### src/rcnd_pkg.sv
// ----------------------------------------------------------------------------
// rcnd_pkg
// Shared constants, request codes and inter-module types for the ring
// cursor next-mark distance block.
// ----------------------------------------------------------------------------
package rcnd_pkg;

  localparam int MAX_POS   = 4096;
  localparam int IDX_W     = $clog2(MAX_POS);
  localparam int SIZE_W    = 13;
  localparam int STEP_W    = 32;
  localparam int DIST_W    = 12;
  localparam int REQ_W     = 2;

  // Mark store organisation: rows of WORD_W mark bits
  localparam int WORD_W    = 64;
  localparam int BIT_W     = $clog2(WORD_W);
  localparam int ROWS      = MAX_POS / WORD_W;
  localparam int ROW_W     = $clog2(ROWS);

  // Modulo unit retires two dividend bits per cycle
  localparam int MOD_CYCLES = STEP_W / 2;
  localparam int MOD_CNT_W  = $clog2(MOD_CYCLES);

  localparam logic [REQ_W-1:0] REQ_TOGGLE  = 2'd0;
  localparam logic [REQ_W-1:0] REQ_ADVANCE = 2'd1;
  localparam logic [REQ_W-1:0] REQ_QUERY   = 2'd2;

  typedef logic [WORD_W-1:0] word_t;

  typedef struct packed {
    logic             rd_en;
    logic [ROW_W-1:0] rd_row;
    logic             wr_en;
    logic [ROW_W-1:0] wr_row;
    word_t            wr_data;
  } store_req_t;

  typedef struct packed {
    logic              start;
    logic [STEP_W-1:0] dividend;
    logic [SIZE_W-1:0] divisor;
  } mod_req_t;

endpackage

### src/rcnd_mark_store.sv
// ----------------------------------------------------------------------------
// rcnd_mark_store
// Mark bit memory, one row of rcnd_pkg::WORD_W marks per address, with a
// registered read and per-row valid flags so that unwritten rows read zero.
// ----------------------------------------------------------------------------
module rcnd_mark_store (
  input  logic                clk,
  input  logic                rst_n,
  input  rcnd_pkg::store_req_t req,
  output rcnd_pkg::word_t     rd_data
);

  rcnd_pkg::word_t            mem [rcnd_pkg::ROWS];
  rcnd_pkg::word_t            rd_word_r;
  logic [rcnd_pkg::ROWS-1:0]  row_vld_r;
  logic                       rd_vld_r;

  always_ff @(posedge clk) begin
    if (req.wr_en) begin
      mem[req.wr_row] <= req.wr_data;
    end
    if (req.rd_en) begin
      rd_word_r <= mem[req.rd_row];
    end
  end

  always_ff @(posedge clk) begin
    if (!rst_n) begin
      row_vld_r <= '0;
      rd_vld_r  <= 1'b0;
    end else begin
      if (req.wr_en) begin
        row_vld_r[req.wr_row] <= 1'b1;
      end
      if (req.rd_en) begin
        rd_vld_r <= row_vld_r[req.rd_row];
      end
    end
  end

  // A row never written since reset reads as all cleared
  assign rd_data = rd_vld_r ? rd_word_r : '0;

`ifndef SYNTHESIS
  a_no_same_row_rw: assert property (@(posedge clk) disable iff (!rst_n)
    !(req.wr_en && req.rd_en && (req.wr_row == req.rd_row)))
    else $error("mark store read and write hit the same row");
`endif

endmodule

### config.mk
export PLATFORM = sky130hd
export DESIGN_NAME = rcnd_mark_store
export DESIGN_NICKNAME = d
export VERILOG_FILES = /design/src/rcnd_pkg.sv /design/src/rcnd_mark_store.sv
export SDC_FILE = /design/constraint.sdc
export NUM_CORES = 2
export LEC_CHECK = 0
export BUFFER_PORTS_ARGS = -buffer_cell sky130_fd_sc_hd__clkbuf_2
export CAP_MARGIN = 20
export CORE_MARGIN = 2
export CORE_UTILIZATION = 55
export DETAILED_ROUTE_END_ITERATION = 12
export PLACE_DENSITY = 0.71
export SETUP_SLACK_MARGIN = 0.4
export SLEW_MARGIN = 20
export SYNTH_ARGS = -nofsm -noshare
export SYNTH_HDL_FRONTEND = slang
export SYNTH_SLANG_ARGS = --single-unit
### constraint.sdc
create_clock -name clk -period 6.87 [get_ports clk]
set_input_delay 0.687 -clock clk [delete_from_list [all_inputs] [get_ports clk]]
set_output_delay 0.687 -clock clk [all_outputs]
set_load 0.02 [all_outputs]
==> key figures <==
Clocking
  • Hold Buf Count CTS: 0
  • Root Buffer: clkbuf_16
  • CTS Buffer Depth: 4
  • Clock-pin slew on the worst setup and hold paths: 60 ps
  • H-tree Lvls: 5
  • CTS Sinks: 4225
  • # Post-CTS Setup Buffers: 0
  • Post_cts resized: 0
  • CTS Buf Count: 411
  • Clock Latency Late Sink: 920 ps
  • CTS tree: built

Detailed routing
  • Via count: 75.7k
  • Final WL: 429000 µm
  • Antenna-violating nets left: 0
  • First drt pass iteration count: 6
  • DRC: 0
  • Wire length per cell: 39.5 µm
  • Vias per cell: 6.96
  • Initial DRC count: 12.0k

Pwr
  • P_leak: 55.8 nW
  • Max VDD drop: 232 µV
  • PD cells: 298 nW/µm²

Critical path
  • CP Capture Type: flop
  • Crit-path max FO: 94
  • Setup CP Type: input port to flop
  • Arrival time of the worst setup path: 3910 ps
  • Worst Path Required: 7490 ps
  • CP Launch Type: input port

STA
  • Hold Vio Cnt, Final: 0
  • Final setup vio count: 0
  • F_max: 304 MHz
  • Fin crit share: 47.8%
  • Worst-Margin Slew: 1180 ps
  • Worst slew margin: 21.5%
  • Total negative slack: 0 ps
  • RSZ-0062 raised after global routing: false
  • Slew Limit Fails: 0
  • Post-route minimum period: 3290 ps
  • Worst clock skew: 52.4 ps
  • Final setup margin: 3580 ps

GRT
  • Global routing usage on met2: 47.2%
  • Initial antenna violation count: 37
  • Met1 Usage GRT: 40.8%
  • Global Route Usage Sum: 29.4%
  • Total global routing overflow: 0
  • Most Used Layer, Global Route: met2
  • First-pass GRT wire length: 594000 µm
  • GR Util met3: 5.58%
  • Largest net degree at the start of global routing: 104
  • Vias in the first global route: 75.1k

Floorplanning
  • Boundary Pins: 144
  • Die X: 543 µm
  • Die Y: 543 µm
  • Placeable Area: 288000 µm²
  • Row cnt: 197
  • Die area: 294000 µm²
  • Initial core utilization: 55.3%

Synth
  • Yosys warnings: 0
  • Syn nets: 6400
  • Area contributors post-synth: edfxtp_1 (78%), mux4_2 (18%), dfxtp_1 (0.82%)
  • Post-synth cell types: 30
  • Synth Cell Area: 160000 µm²
  • Sequential fraction of the synthesis area: 79.1%
  • Top-area cell type share of the netlist area: 78.3%
  • Syn avg cell area: 25.2 µm²
  • Cell taking the most area after synthesis: edfxtp_1
  • Mapped Cells: 6320
  • FF+latch count, synth: 4225

Final layout
  • Area growth syn-to-layout: 12.8%
  • Layout cells sized above 1: 32.5%
  • Sequential cell area: 126000 µm²
  • Multi-input logic area: 32400 µm²
  • NumNets Final: 6816
  • Fill count: 18.5k
  • Post-route cell area: 180000 µm²

Worst hold path
  • Path type of the worst min-delay path: input port to flop

Placement
  • Placement Setup Slack: 2670 ps
  • Port Buffers: 143
  • GPL Wtd Cong: 0.780
  • DP Area: 166000 µm²
  • DP HPWL: 203000 µm

Status
  • Status: completed

Run
  • Max-cap violations: 0
[sequential cells by signal (all words and copies together), names as in the netlist]
register	count
rd_word_r	64
row_vld_r	64
rd_vld_r	1
mem	4096
[cell families (layout without fill, tap and decap cells)]
kind of cell	after synthesis	count (layout)	share of synthesized area, %
AOI/OAI and AO/OA	210	210	0.989
buffers and inverters	341	1094	0.911
DFF	4225	4225	79.1
and+or+nand+nor	248	248	0.749
muxes	1296	1296	18.2
other	0	20	0
[metrics by stage]
stage / std cells / hold WS, ps / total power, mW / util [%]
3_3_place_gp: 10100 / 439 / 31.4 / 57.7
3_5_place_dp: 10100 / 447 / 31.5 / 57.7
5_1_grt: 10900 / 194 / 54.9 / 62.4
4_1_cts: 10900 / 269 / 53.9 / 62.4
2_1_floorplan: 6320 / 433 / 30.5 / -
6_report: 10900 / 191 / 53.7 / 62.4
[layout make-up]
class,instances,area share (%)
flip-flops and latches,4225,70.1
well taps,3781,2.63
diodes,20,0.0278
clock buffers,505,6.05
multi-input cells,1754,18.0
clock inverters,245,1.47
repair buffers,344,1.69
[cells in the mapped netlist]
cell,count
a2111oi_0,6
a211oi_1,2
a22oi_1,131
a311oi_1,1
a31oi_1,1
a41oi_1,1
and2_1,65
buf_1,37
buf_2,109
buf_4,4
buf_6,3
clkbuf_1,188
dfxtp_1,65
edfxtp_1,4160
mux2_2,4
mux2i_1,2
mux4_2,1290
nand2_1,72
nand2b_1,10
nand3_1,10
nand3b_1,1
nand4_1,3
nor2_1,64
nor2b_1,16
nor3_1,4
nor4_1,2
o21a_1,64
o21ai_0,2
o22ai_1,2
or3_1,1
[power by group]
group | switching, mW | internal (mW) | total [mW]
registers | 0.122 | 28.5 | 28.7
logic | 1.34 | 0.956 | 2.30
clock network | 9.55 | 13.2 | 22.7
[worst max-delay path, stage by stage]
cell and delay [ps]:
buf_12 540, buf_12 530, buf_4 340, mux4_2 520, mux4_2 480, a22oi_1 320, nand2_1 110
[metal layers]
layer  part of all wire, %  vias up
met5                 0.034        -
met2                    49     5228
met1                    36    41000
met3                    11      941
li1                      -    28500
met4                   4.1       20
[worst paths after layout]
kind                 startpoint            end  slack [ps]  depth (start not counted)
hold / removal           req[1]     mem[26][1]         190                          1
setup / recovery        req[71]  rd_word_r[49]        3580                          7
hold reg to reg   row_vld_r[16]  row_vld_r[16]         460                          1
setup reg to reg     mem[2][35]  rd_word_r[35]        4610                          4
[layout by cell type (no fill, tap or decap), drive strengths merged, types with 20 or more instances in the layout]
cell type	instances
diode	20
nor2	64
o21a	64
clkbuf	584
buf	265
bufinv	50
nand2	72
a22oi	131
and2	65
edfxtp	4160
mux4	1290
dfxtp	65
clkinv	163
No activity file was read; power rests on OpenSTA's default activity.
