--- src/rcnd_pkg.sv ---
// ----------------------------------------------------------------------------
// rcnd_pkg
// Shared constants, request codes and inter-module types for the ring
// cursor next-mark distance block.
// ----------------------------------------------------------------------------
package rcnd_pkg;

  localparam int MAX_POS   = 4096;
  localparam int IDX_W     = $clog2(MAX_POS);
  localparam int SIZE_W    = 13;
  localparam int STEP_W    = 32;
  localparam int DIST_W    = 12;
  localparam int REQ_W     = 2;

  // Mark store organisation: rows of WORD_W mark bits
  localparam int WORD_W    = 64;
  localparam int BIT_W     = $clog2(WORD_W);
  localparam int ROWS      = MAX_POS / WORD_W;
  localparam int ROW_W     = $clog2(ROWS);

  // Modulo unit retires two dividend bits per cycle
  localparam int MOD_CYCLES = STEP_W / 2;
  localparam int MOD_CNT_W  = $clog2(MOD_CYCLES);

  localparam logic [REQ_W-1:0] REQ_TOGGLE  = 2'd0;
  localparam logic [REQ_W-1:0] REQ_ADVANCE = 2'd1;
  localparam logic [REQ_W-1:0] REQ_QUERY   = 2'd2;

  typedef logic [WORD_W-1:0] word_t;

  typedef struct packed {
    logic             rd_en;
    logic [ROW_W-1:0] rd_row;
    logic             wr_en;
    logic [ROW_W-1:0] wr_row;
    word_t            wr_data;
  } store_req_t;

  typedef struct packed {
    logic              start;
    logic [STEP_W-1:0] dividend;
    logic [SIZE_W-1:0] divisor;
  } mod_req_t;

endpackage

--- src/rcnd_mod_unit.sv ---
// ----------------------------------------------------------------------------
// rcnd_mod_unit
// Iterative restoring remainder: dividend modulo divisor, two dividend bits
// per cycle, result valid with a one-cycle done pulse.
// ----------------------------------------------------------------------------
module rcnd_mod_unit (
  input  logic                          clk,
  input  logic                          rst_n,
  input  rcnd_pkg::mod_req_t            req,
  output logic                          done,
  output logic [rcnd_pkg::SIZE_W-1:0]   remainder
);

  logic [rcnd_pkg::STEP_W-1:0]    dvd_r;
  logic [rcnd_pkg::SIZE_W-1:0]    div_r;
  logic [rcnd_pkg::SIZE_W-1:0]    rem_r;
  logic [rcnd_pkg::SIZE_W-1:0]    rem_nxt;
  logic [rcnd_pkg::MOD_CNT_W-1:0] cnt_r;
  logic                           busy_r;
  logic                           done_r;
  logic [rcnd_pkg::SIZE_W:0]      r_a;
  logic [rcnd_pkg::SIZE_W:0]      r_b;

  always_comb begin
    r_a = {rem_r, dvd_r[rcnd_pkg::STEP_W-1]};
    if (r_a >= {1'b0, div_r}) begin
      r_a = r_a - {1'b0, div_r};
    end
    r_b = {r_a[rcnd_pkg::SIZE_W-1:0], dvd_r[rcnd_pkg::STEP_W-2]};
    if (r_b >= {1'b0, div_r}) begin
      r_b = r_b - {1'b0, div_r};
    end
    rem_nxt = r_b[rcnd_pkg::SIZE_W-1:0];
  end

  always_ff @(posedge clk) begin
    if (req.start) begin
      dvd_r <= req.dividend;
      div_r <= req.divisor;
      rem_r <= '0;
    end else if (busy_r) begin
      dvd_r <= {dvd_r[rcnd_pkg::STEP_W-3:0], 2'b00};
      rem_r <= rem_nxt;
    end
  end

  always_ff @(posedge clk) begin
    if (!rst_n) begin
      busy_r <= 1'b0;
      done_r <= 1'b0;
      cnt_r  <= '0;
    end else begin
      done_r <= 1'b0;
      if (req.start) begin
        busy_r <= 1'b1;
        cnt_r  <= '0;
      end else if (busy_r) begin
        cnt_r <= cnt_r + 1'b1;
        if (cnt_r == rcnd_pkg::MOD_CNT_W'(rcnd_pkg::MOD_CYCLES - 1)) begin
          busy_r <= 1'b0;
          done_r <= 1'b1;
        end
      end
    end
  end

  assign done      = done_r;
  assign remainder = rem_r;

`ifndef SYNTHESIS
  a_no_restart: assert property (@(posedge clk) disable iff (!rst_n)
    busy_r |-> !req.start)
    else $error("modulo unit restarted while busy");
`endif

endmodule

--- config.mk ---
export PLATFORM = sky130hd
export DESIGN_NAME = rcnd_mod_unit
export DESIGN_NICKNAME = d
export VERILOG_FILES = /design/src/rcnd_pkg.sv /design/src/rcnd_mod_unit.sv
export SDC_FILE = /design/constraint.sdc
export NUM_CORES = 1
export LEC_CHECK = 0
export BUFFER_PORTS_ARGS = -buffer_cell sky130_fd_sc_hd__buf_2
export CORE_MARGIN = 8
export CORE_UTILIZATION = 46
export DETAILED_ROUTE_END_ITERATION = 8
export GPL_ROUTABILITY_DRIVEN = 0
export MAX_ROUTING_LAYER = met4
export PLACE_DENSITY = 0.77
export SYNTH_ARGS = -nofsm -noshare
export SYNTH_HDL_FRONTEND = slang
export SYNTH_SLANG_ARGS = --single-unit
--- constraint.sdc ---
create_clock -name clk -period 5.6 [get_ports clk]
set_clock_uncertainty 0.1 [all_clocks]
set_input_delay 0 -clock clk [delete_from_list [all_inputs] [get_ports clk]]
set_output_delay 0 -clock clk [all_outputs]
set_load 0.05 [all_outputs]
==> metrics.cfg, run 1 <==
[synthesis]
synth-seq-cells = 64
net_count_of_the_mapped_netlist = 423
yosysSeqAreaShare = 0.443
ys_dominant_reg_cell = edfxtp_1
netlist_instances = 346
async_reset_ff_frac = 0
avgSynthCellArea_sq_um = 11.3
synth_edf_count = 45
synth_area_sq_mm = 0.00391
ys_types = 58
ys.warnings.count = 0

[layout]
syn_to_final_growth_pct = 27.6
num-nets-final = 532
most_frequent_standard_cell_in_the_layout_excluding_fill_and_tap_cells = buf_2
multi_input_gate_area_in_the_final_layout_sq_mm = 0.00205
num-fill-cells = 675
layout_common_cells = 61 x buf_2, 46 x dlygate4sd3_1, 45 x edfxtp_1
layout-drive-gt1-share = 0.285
insertedDiodeCount = 0
area.sequential_sq_mm = 0.00173

[floorplan]
die-area_sq_mm = 0.0117
die_height_um = 108
io_pins = 62
placement_rows = 33
core_region_area_sq_mm = 0.00822
die_width_um = 108
initial_utilization = 0.476

[setup_path]
critical_setup_path_class = flop to flop
critical_path.endpoint_type = flop
worst-endpoint-arrival_ns = 5.15
critPathMaxFanout = 14
required_ns = 5.73
rr_worst_depth = 18
category_of_the_worst_setup_path_launch_point = flop

[clocking]
clock-sinks = 64
clk_pin_slew_worst_paths_ns = 0.08
ctsHtreeMaxLevel = 3
max-clock-path-buffers = 2
ctsResizeCount = 0
cts_buffers = 9
worstSkewPairLatency_ns = 0.35
cts_tree = yes
clock-root-buffer = clkbuf_8

[global_routing]
via_count_of_the_first_global_routing_pass = 3262
grt_pass1_wl_mm = 15.4
grt_start_max_net_pins = 35
overall_overflow_remaining_after_global_route = 0
groute.usage.overall = 0.170
antenna_found_initial = 0

[placed_design]
io_buffer_count = 61
pre_cts_ws_ns = 0.658
dp_hpwl_mm = 6.46

[hold_path]
worst_hold_path.num_cells = 1
hold_class = input pin to flop

[routing]
total_wirelength_mm = 9.19
vias_per_instance = 5.42
drt_first_iter_violations = 219
routed_vias = 3065
drc_violation_count_after_routing = 0
route.detailed.wl_per_inst_um = 16.3
antenna_left = 0
firstDrtPassIters = 4

[sta]
final-max-slew-violation-count = 0
worst_slew_margin_rel = 0.506
finalWorstSetupSlack_ns = 0.578
hold_fails_final_rpt = 0
rsz0062_at_grt = no
fin_setup_tns_ns = 0
setup_viol = 0
holdWs_ns = 0.150
achievable-frequency_ghz = 0.199
final_period_minus_worst_setup_slack_ns = 5.02
worst_pin_slew_ns = 0.742
layout_worst_path_cycle_share = 0.897

[status]
outcome = completed

[pwr]
power-per-cell-area_mw_per_mm2 = 377
report.power.total_w = 0.00188
static-leakage-power_nw = 2.11
ir_worst_vdd_uv = 158

[job]
maxCapViolCount = 0

[sequential cells by signal, summed over array words and instances, names as in the netlist]
signal / flops
busy_r: 1
cnt_r: 4
div_r: 13
done: 1
dvd_r: 32
remainder: 13
[logic make-up (layout without fill, tap and decap cells)]
group / after synthesis / in the layout / synth area share
mux: 48 / 48 / 0.135
simple gates: 88 / 88 / 0.111
xor+xnor: 20 / 20 / 0.0448
flops: 64 / 64 / 0.443
compound gates: 68 / 68 / 0.137
buf+inv: 29 / 143 / 0.0323
fa+ha+maj: 29 / 29 / 0.0966
[cell type report]
cell class | count | share of cell area
clock inverter | 7 | 0.0208
inverter | 18 | 0.0135
multi-input combinational | 253 | 0.411
tap | 105 | 0.0263
timing repair buffer | 109 | 0.156
sequential | 64 | 0.347
clock buffer | 9 | 0.0248
[metal layers]
layer  track usage  wire [um]  up-vias
li1              -          -     1516
met1         0.192       3810     1441
met2         0.287       4660       89
met3        0.0405        535       19
met4        0.0634        178        0
met5             -          0        -
[cells in the mapped netlist, drive strengths merged (4+ instances only)]
master	count	area share
ha	27	0.086
o21ai	11	0.016
o31ai	4	0.012
mux2	36	0.10
xnor2	14	0.031
clkbuf	5	0.0048
a21o	6	0.014
xor2	6	0.013
nand4	7	0.011
nor3	5	0.0064
o21a	6	0.012
nand2	16	0.015
nand3	4	0.0051
a31oi	4	0.010
dfxtp	19	0.097
mux2i	12	0.031
a21oi	10	0.014
edfxtp	45	0.35
nor2	32	0.031
inv	18	0.017
a211oi	16	0.033
buf	6	0.010
[repair_timing]
action | in CTS | in global routing
buffers inserted | 0 | 0
hold buffers | 46 | 0
hold endpoints to repair | 51 | 0
[power by group]
part | total, W | leakage (nW) | switching, W | internal, W
registers | 0.000593 | 0.607 | 0.0000298 | 0.000563
clock network | 0.000458 | 0.114 | 0.000203 | 0.000255
logic | 0.000833 | 1.39 | 0.000467 | 0.000365
total | 0.00188 | 2.11 | 0.000700 | 0.00118
[worst paths after layout]
path                               from                         end  slack, ns
min reg2reg  remainder[12]$_SDFFE_PP0P_  remainder[12]$_SDFFE_PP0P_       0.40
max                 dvd_r[31]$_DFFE_PP_   remainder[1]$_SDFFE_PP0P_       0.58
max reg2reg         dvd_r[31]$_DFFE_PP_   remainder[1]$_SDFFE_PP0P_       0.58
min                             req[45]          div_r[9]$_DFFE_PP_       0.15
[worst max-delay path: stages, from the launching register on]
cell      delay [ns]
edfxtp_1        0.40
inv_1           0.08
ha_1            0.16
inv_1           0.06
fa_1            0.45
a211oi_2        0.31
o21ai_2         0.13
a31oi_4         0.23
a21oi_1         0.23
mux2_2          0.35
ha_1            0.34
nand4_1         0.16
a211oi_1        0.08
o41ai_1         0.49
a21oi_1         0.19
o21ai_1         0.25
o211ai_4        0.27
nor4bb_1        0.24
or3_1           0.39
[metrics by stage]
step                      std cells  instance area (sq um)  utilization
after floorplan                 346                   3910            -
after global placement          503                   4310        0.524
final                           565                   4990        0.608
after detailed placement        503                   4310        0.524
after CTS                       565                   4990        0.608
after global routing            565                   4990        0.608
Note: power is estimated with default switching activity, not from simulation.
==> inputs of run 2 (changes only) <==
--- a/config.mk
+++ b/config.mk
@@ -7,11 +7,11 @@
 export LEC_CHECK = 0
 export BUFFER_PORTS_ARGS = -buffer_cell sky130_fd_sc_hd__buf_2
 export CORE_MARGIN = 8
-export CORE_UTILIZATION = 46
+export CORE_UTILIZATION = 40
 export DETAILED_ROUTE_END_ITERATION = 8
 export GPL_ROUTABILITY_DRIVEN = 0
 export MAX_ROUTING_LAYER = met4
-export PLACE_DENSITY = 0.77
+export PLACE_DENSITY = 0.7
 export SYNTH_ARGS = -nofsm -noshare
 export SYNTH_HDL_FRONTEND = slang
 export SYNTH_SLANG_ARGS = --single-unit
==> metrics.cfg, run 2 (synthesis gave the netlist of run 1 again) <==
[status]
outcome = completed

[sta]
fin_setup_tns_ns = 0  ; unchanged
rsz0062_at_grt = no
setup_viol = 0  ; unchanged
achievable-frequency_ghz = 0.201  ; +1.1%
worst_slew_margin_rel = 0.499  ; -0.00674
final-max-slew-violation-count = 0  ; unchanged
final_period_minus_worst_setup_slack_ns = 4.97  ; -0.0522 ns
hold_fails_final_rpt = 0  ; unchanged
worst_pin_slew_ns = 0.752  ; +0.0101 ns
layout_worst_path_cycle_share = 0.887  ; -0.00933

[floorplan]
placement_rows = 36  ; +9.1%
die-area_sq_mm = 0.0132  ; +13%
io_pins = 62  ; unchanged
initial_utilization = 0.406  ; -0.0703
core_region_area_sq_mm = 0.00964  ; +17%
die_height_um = 115  ; +6.2%
die_width_um = 115  ; +6.2%

[placed_design]
placed_area_sq_mm = 0.00434  ; +0.81%
io_buffer_count = 61  ; unchanged
dp_hpwl_mm = 6.42  ; -0.65%

[layout]
multi_input_gate_area_in_the_final_layout_sq_mm = 0.00205  ; unchanged
num-nets-final = 532  ; unchanged
largest_register_ffs = 32  ; unchanged
finish.instance_area_sq_mm = 0.00503  ; +0.70%
largest_register = dvd_r
syn_to_final_growth_pct = 28.5
layout-drive-gt1-share = 0.285  ; unchanged
num-fill-cells = 856  ; +27%
insertedDiodeCount = 0  ; unchanged
layout_common_cells = 61 x buf_2, 46 x dlygate4sd3_1, 45 x edfxtp_1
most_frequent_standard_cell_in_the_layout_excluding_fill_and_tap_cells = buf_2
area.sequential_sq_mm = 0.00173  ; unchanged

[setup_path]
critical_setup_path_class = flop to flop
reg2reg_setup_slack_ns = 0.63  ; +0.05 ns
critPathMaxFanout = 14  ; unchanged
worst-endpoint-arrival_ns = 5.10  ; -0.05 ns
critical_path.endpoint_type = flop
required_ns = 5.73  ; about the same
category_of_the_worst_setup_path_launch_point = flop

[pwr]
ir_worst_vdd_uv = 142  ; -10%
static-leakage-power_nw = 2.11  ; unchanged
power-per-cell-area_mw_per_mm2 = 374  ; -0.80%

[global_routing]
grt_pass1_wl_mm = 15.0  ; -2.7%
overall_overflow_remaining_after_global_route = 0  ; unchanged
antenna_found_initial = 0  ; unchanged
grt_start_max_net_pins = 38  ; +8.6%
via_count_of_the_first_global_routing_pass = 3104  ; -4.8%
groute.usage.overall = 0.147  ; -0.0230

[clocking]
cts_buffers = 9  ; unchanged
clock-sinks = 64  ; unchanged
ctsHtreeMaxLevel = 3  ; unchanged
clock-root-buffer = clkbuf_8
cts_tree = yes
clk_pin_slew_worst_paths_ns = 0.08  ; about the same
post-cts-setup-buffers = 0  ; unchanged
worstSkewPairLatency_ns = 0.35  ; about the same
max-clock-path-buffers = 2  ; unchanged

[routing]
drc_violation_count_after_routing = 0  ; unchanged
antenna_left = 0  ; unchanged
drt_first_iter_violations = 125  ; -43%
vias_per_instance = 5.02  ; -7.4%
total_wirelength_mm = 9.08  ; -1.2%
route.detailed.wl_per_inst_um = 15.3  ; -5.9%
firstDrtPassIters = 4  ; unchanged
routed_vias = 2979  ; -2.8%

[hold_path]
hold_class = input pin to flop

[job]
maxCapViolCount = 0  ; unchanged

==> run 2: cell counts in the layout (fill, tap and decap cells not counted) <==
No cell type changed its count.
==> run 2: through the flow <==
step           power (W)  worst slack [ns]   util  hold slack, ns  instances
2_1_floorplan    0.00126              1.30      -        -0.00113        346
3_3_place_gp     0.00139             0.804  0.450          0.0784        531
3_5_place_dp     0.00140             0.747  0.450          0.0783        531
4_1_cts          0.00189             0.691  0.522          0.0850        593
5_1_grt          0.00200             0.295  0.522          0.0983        593
6_report         0.00188             0.630  0.522          0.0763        593
==> run 2: power breakdown <==
group | leakage, nW | switching, W | internal [W]
clock network | 0.114 | 0.000201 | 0.000255
registers | 0.607 | 0.0000279 | 0.000563
logic | 1.39 | 0.000469 | 0.000365
==> run 2: area by class of cell <==
cell class / count / share of cell area
clock buffer: 9 / 0.0246
clock inverter: 7 / 0.0207
inverter: 18 / 0.0134
multi-input combinational: 253 / 0.409
sequential: 64 / 0.344
tap: 133 / 0.0331
timing repair buffer: 109 / 0.155
==> run 2: what timing repair did <==
item / 4_1_cts / 5_1_grt
gates resized for setup: 0 / 0
hold buffers: 46 / 0
endpoints found under the hold margin: 51 / 0
==> run 2: layer usage <==
metal  track usage  up-vias  wire length (um)
li1              -     1514                 -
met1         0.165     1393              4100
met2         0.247       64              4480
met3        0.0383        8               402
met4        0.0560        0                95
met5             -        -                 0
==> run 2: worst paths after layout <==
kind / depth (start not counted) / from / end
hold reg to reg: 2 / remainder[12]$_SDFFE_PP0P_ / remainder[12]$_SDFFE_PP0P_
hold / removal: 1 / req[45] / div_r[1]$_DFFE_PP_
setup / recovery: 18 / dvd_r[31]$_DFFE_PP_ / remainder[1]$_SDFFE_PP0P_
setup reg to reg: 18 / dvd_r[31]$_DFFE_PP_ / remainder[1]$_SDFFE_PP0P_
==> run 2: worst max-delay path, stage by stage (launching register included) <==
cell      delay [ns]
edfxtp_1        0.39
inv_1           0.07
ha_1            0.16
inv_1           0.05
fa_1            0.43
a211oi_2        0.30
o21ai_2         0.13
a31oi_4         0.23
a21oi_1         0.23
mux2_2          0.35
ha_1            0.35
nand4_1         0.17
a211oi_1        0.08
o41ai_1         0.50
a21oi_1         0.18
o21ai_1         0.26
o211ai_4        0.26
nor4bb_1        0.23
or3_1           0.38
==> inputs of run 3 (changes only) <==
--- a/config.mk
+++ b/config.mk
@@ -5,13 +5,14 @@
 export SDC_FILE = /design/constraint.sdc
 export NUM_CORES = 1
 export LEC_CHECK = 0
+export ABC_AREA = 1
 export BUFFER_PORTS_ARGS = -buffer_cell sky130_fd_sc_hd__buf_2
 export CORE_MARGIN = 8
 export CORE_UTILIZATION = 40
 export DETAILED_ROUTE_END_ITERATION = 8
 export GPL_ROUTABILITY_DRIVEN = 0
 export MAX_ROUTING_LAYER = met4
-export PLACE_DENSITY = 0.7
+export PLACE_DENSITY = 0.69
 export SYNTH_ARGS = -nofsm -noshare
 export SYNTH_HDL_FRONTEND = slang
 export SYNTH_SLANG_ARGS = --single-unit
==> metrics.cfg, run 3 <==
[floorplan]
die_height_um = 121  ; +5.5%
io_pins = 62  ; unchanged
die-area_sq_mm = 0.0147  ; +11%
core_region_area_sq_mm = 0.0108  ; +12%
placement_rows = 38  ; +5.6%
die_width_um = 121  ; +5.5%
initial_utilization = 0.408  ; +0.00235

[layout]
insertedDiodeCount = 0  ; unchanged
num-fill-cells = 1032  ; +21%
syn_to_final_growth_pct = 24.2
most_frequent_standard_cell_in_the_layout_excluding_fill_and_tap_cells = nand2_1
area.sequential_sq_mm = 0.00173  ; unchanged
instances_no_fill = 856  ; +44%
largest_register_ffs = 32  ; unchanged
finish.instance_area_sq_mm = 0.00550  ; +9.3%
largest_register = dvd_r
layout_common_cells = 249 x nand2_1, 91 x inv_1, 61 x buf_2
multi_input_gate_area_in_the_final_layout_sq_mm = 0.00224  ; +9.1%
num-nets-final = 788  ; +48%
final_core_utilization = 0.507  ; -0.0146
layout-drive-gt1-share = 0.138  ; -0.147

[setup_path]
worst-endpoint-arrival_ns = 3.92  ; -1.18 ns
critPathMaxFanout = 14  ; unchanged
critical_path.endpoint_type = flop
worst_path_max_delay_cell = ha_1
crit_path_frequent_cell = nand2_1
critical-path-max-stage-delay_ns = 0.40  ; -0.10 ns
critical_setup_path_class = flop to flop
category_of_the_worst_setup_path_launch_point = flop
required_ns = 5.72  ; about the same
critical_path.cell_chain = inv_1 > ha_1 > nand2_1 > nor2_1 > nand4_4 > nand3_4 > nand2_1 > nand2_1 > inv_1 > ha_1 > a21oi_1 > o21ai_2 > nand2_1 > nand3_1 > nand2_1 > nand2_1 > nor2_4 > nand3_1 > nand3_1 > nand2_1

[synthesis]
synth_edf_count = 45  ; unchanged
post-synth-top-area-fraction = 0.305  ; -0.0400
ys.warnings.count = 0  ; unchanged
synth_simple_gate_area_frac = 0.357  ; +0.246
ys_top_cells_by_area = edfxtp_1 31%, nand2_1 21%, dfxtp_1 8.6%
async_reset_ff_frac = 0  ; unchanged
synth_compound_area_frac = 0.0362  ; -0.101
ys_dominant_reg_cell = edfxtp_1
largest_family_of_logic_cells_by_synthesized_area = simple AND/OR/NAND/NOR gates
synth.top_cells.by_count = 249 x nand2_1, 91 x inv_1, 53 x nand3_1
most_common_cell_in_the_netlist = nand2_1
adder_cell_share_of_the_synthesized_area = 0.0854  ; -0.0112
net_count_of_the_mapped_netlist = 685  ; +62%
netlist_instances = 608  ; +76%
synthMuxAreaShare = 0  ; -0.135
synth-seq-cells = 64  ; unchanged
post_synthesis_xor_xnor_area_fraction = 0.0277  ; -0.0171
synth_largest_area_cell = edfxtp_1
avgSynthCellArea_sq_um = 7.28  ; -36%
synth_area_sq_mm = 0.00443  ; +13%
ys_types = 31  ; -47%
yosysSeqAreaShare = 0.391  ; -0.0513

[routing]
firstDrtPassIters = 5  ; +1
drt_first_iter_violations = 237  ; +90%
total_wirelength_mm = 11.1  ; +23%
drc_violation_count_after_routing = 0  ; unchanged
vias_per_instance = 4.79  ; -4.7%
antenna_left = 0  ; unchanged
route.detailed.wl_per_inst_um = 13.0  ; -15%
routed_vias = 4097  ; +38%

[placed_design]
placed_area_sq_mm = 0.00483  ; +11%
placedCellCount = 794  ; +50%
io_buffer_count = 61  ; unchanged
dp_hpwl_mm = 8.28  ; +29%

[sta]
hold_fails_final_rpt = 0  ; unchanged
layout_worst_path_cycle_share = 0.677  ; -0.210
setup_viol = 0  ; unchanged
worst_pin_slew_ns = 0.864  ; +0.112 ns
achievable-frequency_ghz = 0.264  ; +31%
final-max-slew-violation-count = 0  ; unchanged
rsz0062_at_grt = no
fin_setup_tns_ns = 0  ; unchanged
final_period_minus_worst_setup_slack_ns = 3.79  ; -1.18 ns
worst_slew_margin_rel = 0.423  ; -0.0756

[pwr]
report.power.total_w = 0.00263  ; +40%
ir_worst_vdd_uv = 195  ; +37%
power-per-cell-area_mw_per_mm2 = 478  ; +28%
static-leakage-power_nw = 2.92  ; +38%

[global_routing]
antenna_found_initial = 0  ; unchanged
grt_start_max_net_pins = 50  ; +32%
grt_pass1_wl_mm = 18.6  ; +24%
overall_overflow_remaining_after_global_route = 0  ; unchanged
groute.usage.overall = 0.161  ; +0.0140
via_count_of_the_first_global_routing_pass = 4112  ; +32%

[clocking]
ctsHoldBuffers = 46  ; unchanged
ctsResizeCount = 0  ; unchanged
cts_tree = yes
clock-root-buffer = clkbuf_8
clk_pin_slew_worst_paths_ns = 0.07  ; about the same
max-clock-path-buffers = 2  ; unchanged
ctsHtreeMaxLevel = 3  ; unchanged
cts_buffers = 9  ; unchanged
worstSkewPairLatency_ns = 0.34  ; about the same
post-cts-setup-buffers = 0  ; unchanged
clock-sinks = 64  ; unchanged

[status]
outcome = completed

[job]
maxCapViolCount = 0  ; unchanged

[hold_path]
hold_class = input pin to flop

run 3: final cells by class:
cell class	count	area share
flip-flops and latches	64	0.315
repair buffers	109	0.142
clock buffers	13	0.0310
inverters	95	0.0649
well taps	140	0.0319
clock inverters	3	0.00728
multi-input cells	432	0.408
run 3: logic make-up after synthesis:
logic type | after synthesis
fa+ha+maj | 29
simple gates | 362
xor+xnor | 14
compound gates | 27
buf+inv | 112
flops | 64
run 3: path summary, 6_finish.rpt:
check | from | endpoint | slack (ns) | cells after the start
setup / recovery | div_r[2]$_DFFE_PP_ | remainder[3]$_SDFFE_PP0P_ | 1.81 | 20
setup reg to reg | div_r[2]$_DFFE_PP_ | remainder[3]$_SDFFE_PP0P_ | 1.81 | 20
hold reg to reg | cnt_r[3]$_SDFFE_PP0P_ | cnt_r[3]$_SDFFE_PP0P_ | 0.36 | 1
hold / removal | req[45] | div_r[9]$_DFFE_PP_ | 0.18 | 2
run 3: stage by stage:
stage	hold slack (ns)	setup slack [ns]
floorplan	-0.00113	2.11
global route	0.192	1.51
detailed placement	0.0781	1.85
CTS	0.167	1.82
finish	0.181	1.81
global placement	0.0764	1.95
run 3: worst max-delay path, delay by kind of cell (launching register included):
| kind | cells | cell delay, ns |
|---|---|---|
| AOI/OAI and AO/OA | 2 | 0.33 |
| adders and majority gates | 2 | 0.74 |
| DFF | 1 | 0.34 |
| buffers and inverters | 2 | 0.13 |
| and+or+nand+nor | 14 | 2.04 |
run 3: metal layers:
metal / vias to the layer above / part of all wire / track usage / wire (um)
li1: 2133 / - / - / -
met1: 1855 / 0.45 / 0.188 / 5020
met2: 94 / 0.49 / 0.275 / 5460
met3: 15 / 0.043 / 0.0279 / 484
met4: 0 / 0.017 / 0.0563 / 186
met5: - / 0 / - / 0
run 3: where the power goes:
part           leakage, nW  switching, W  internal, W
combinational         2.19       0.00102     0.000560
clock                0.109      0.000175     0.000244
sequential           0.612     0.0000508     0.000577
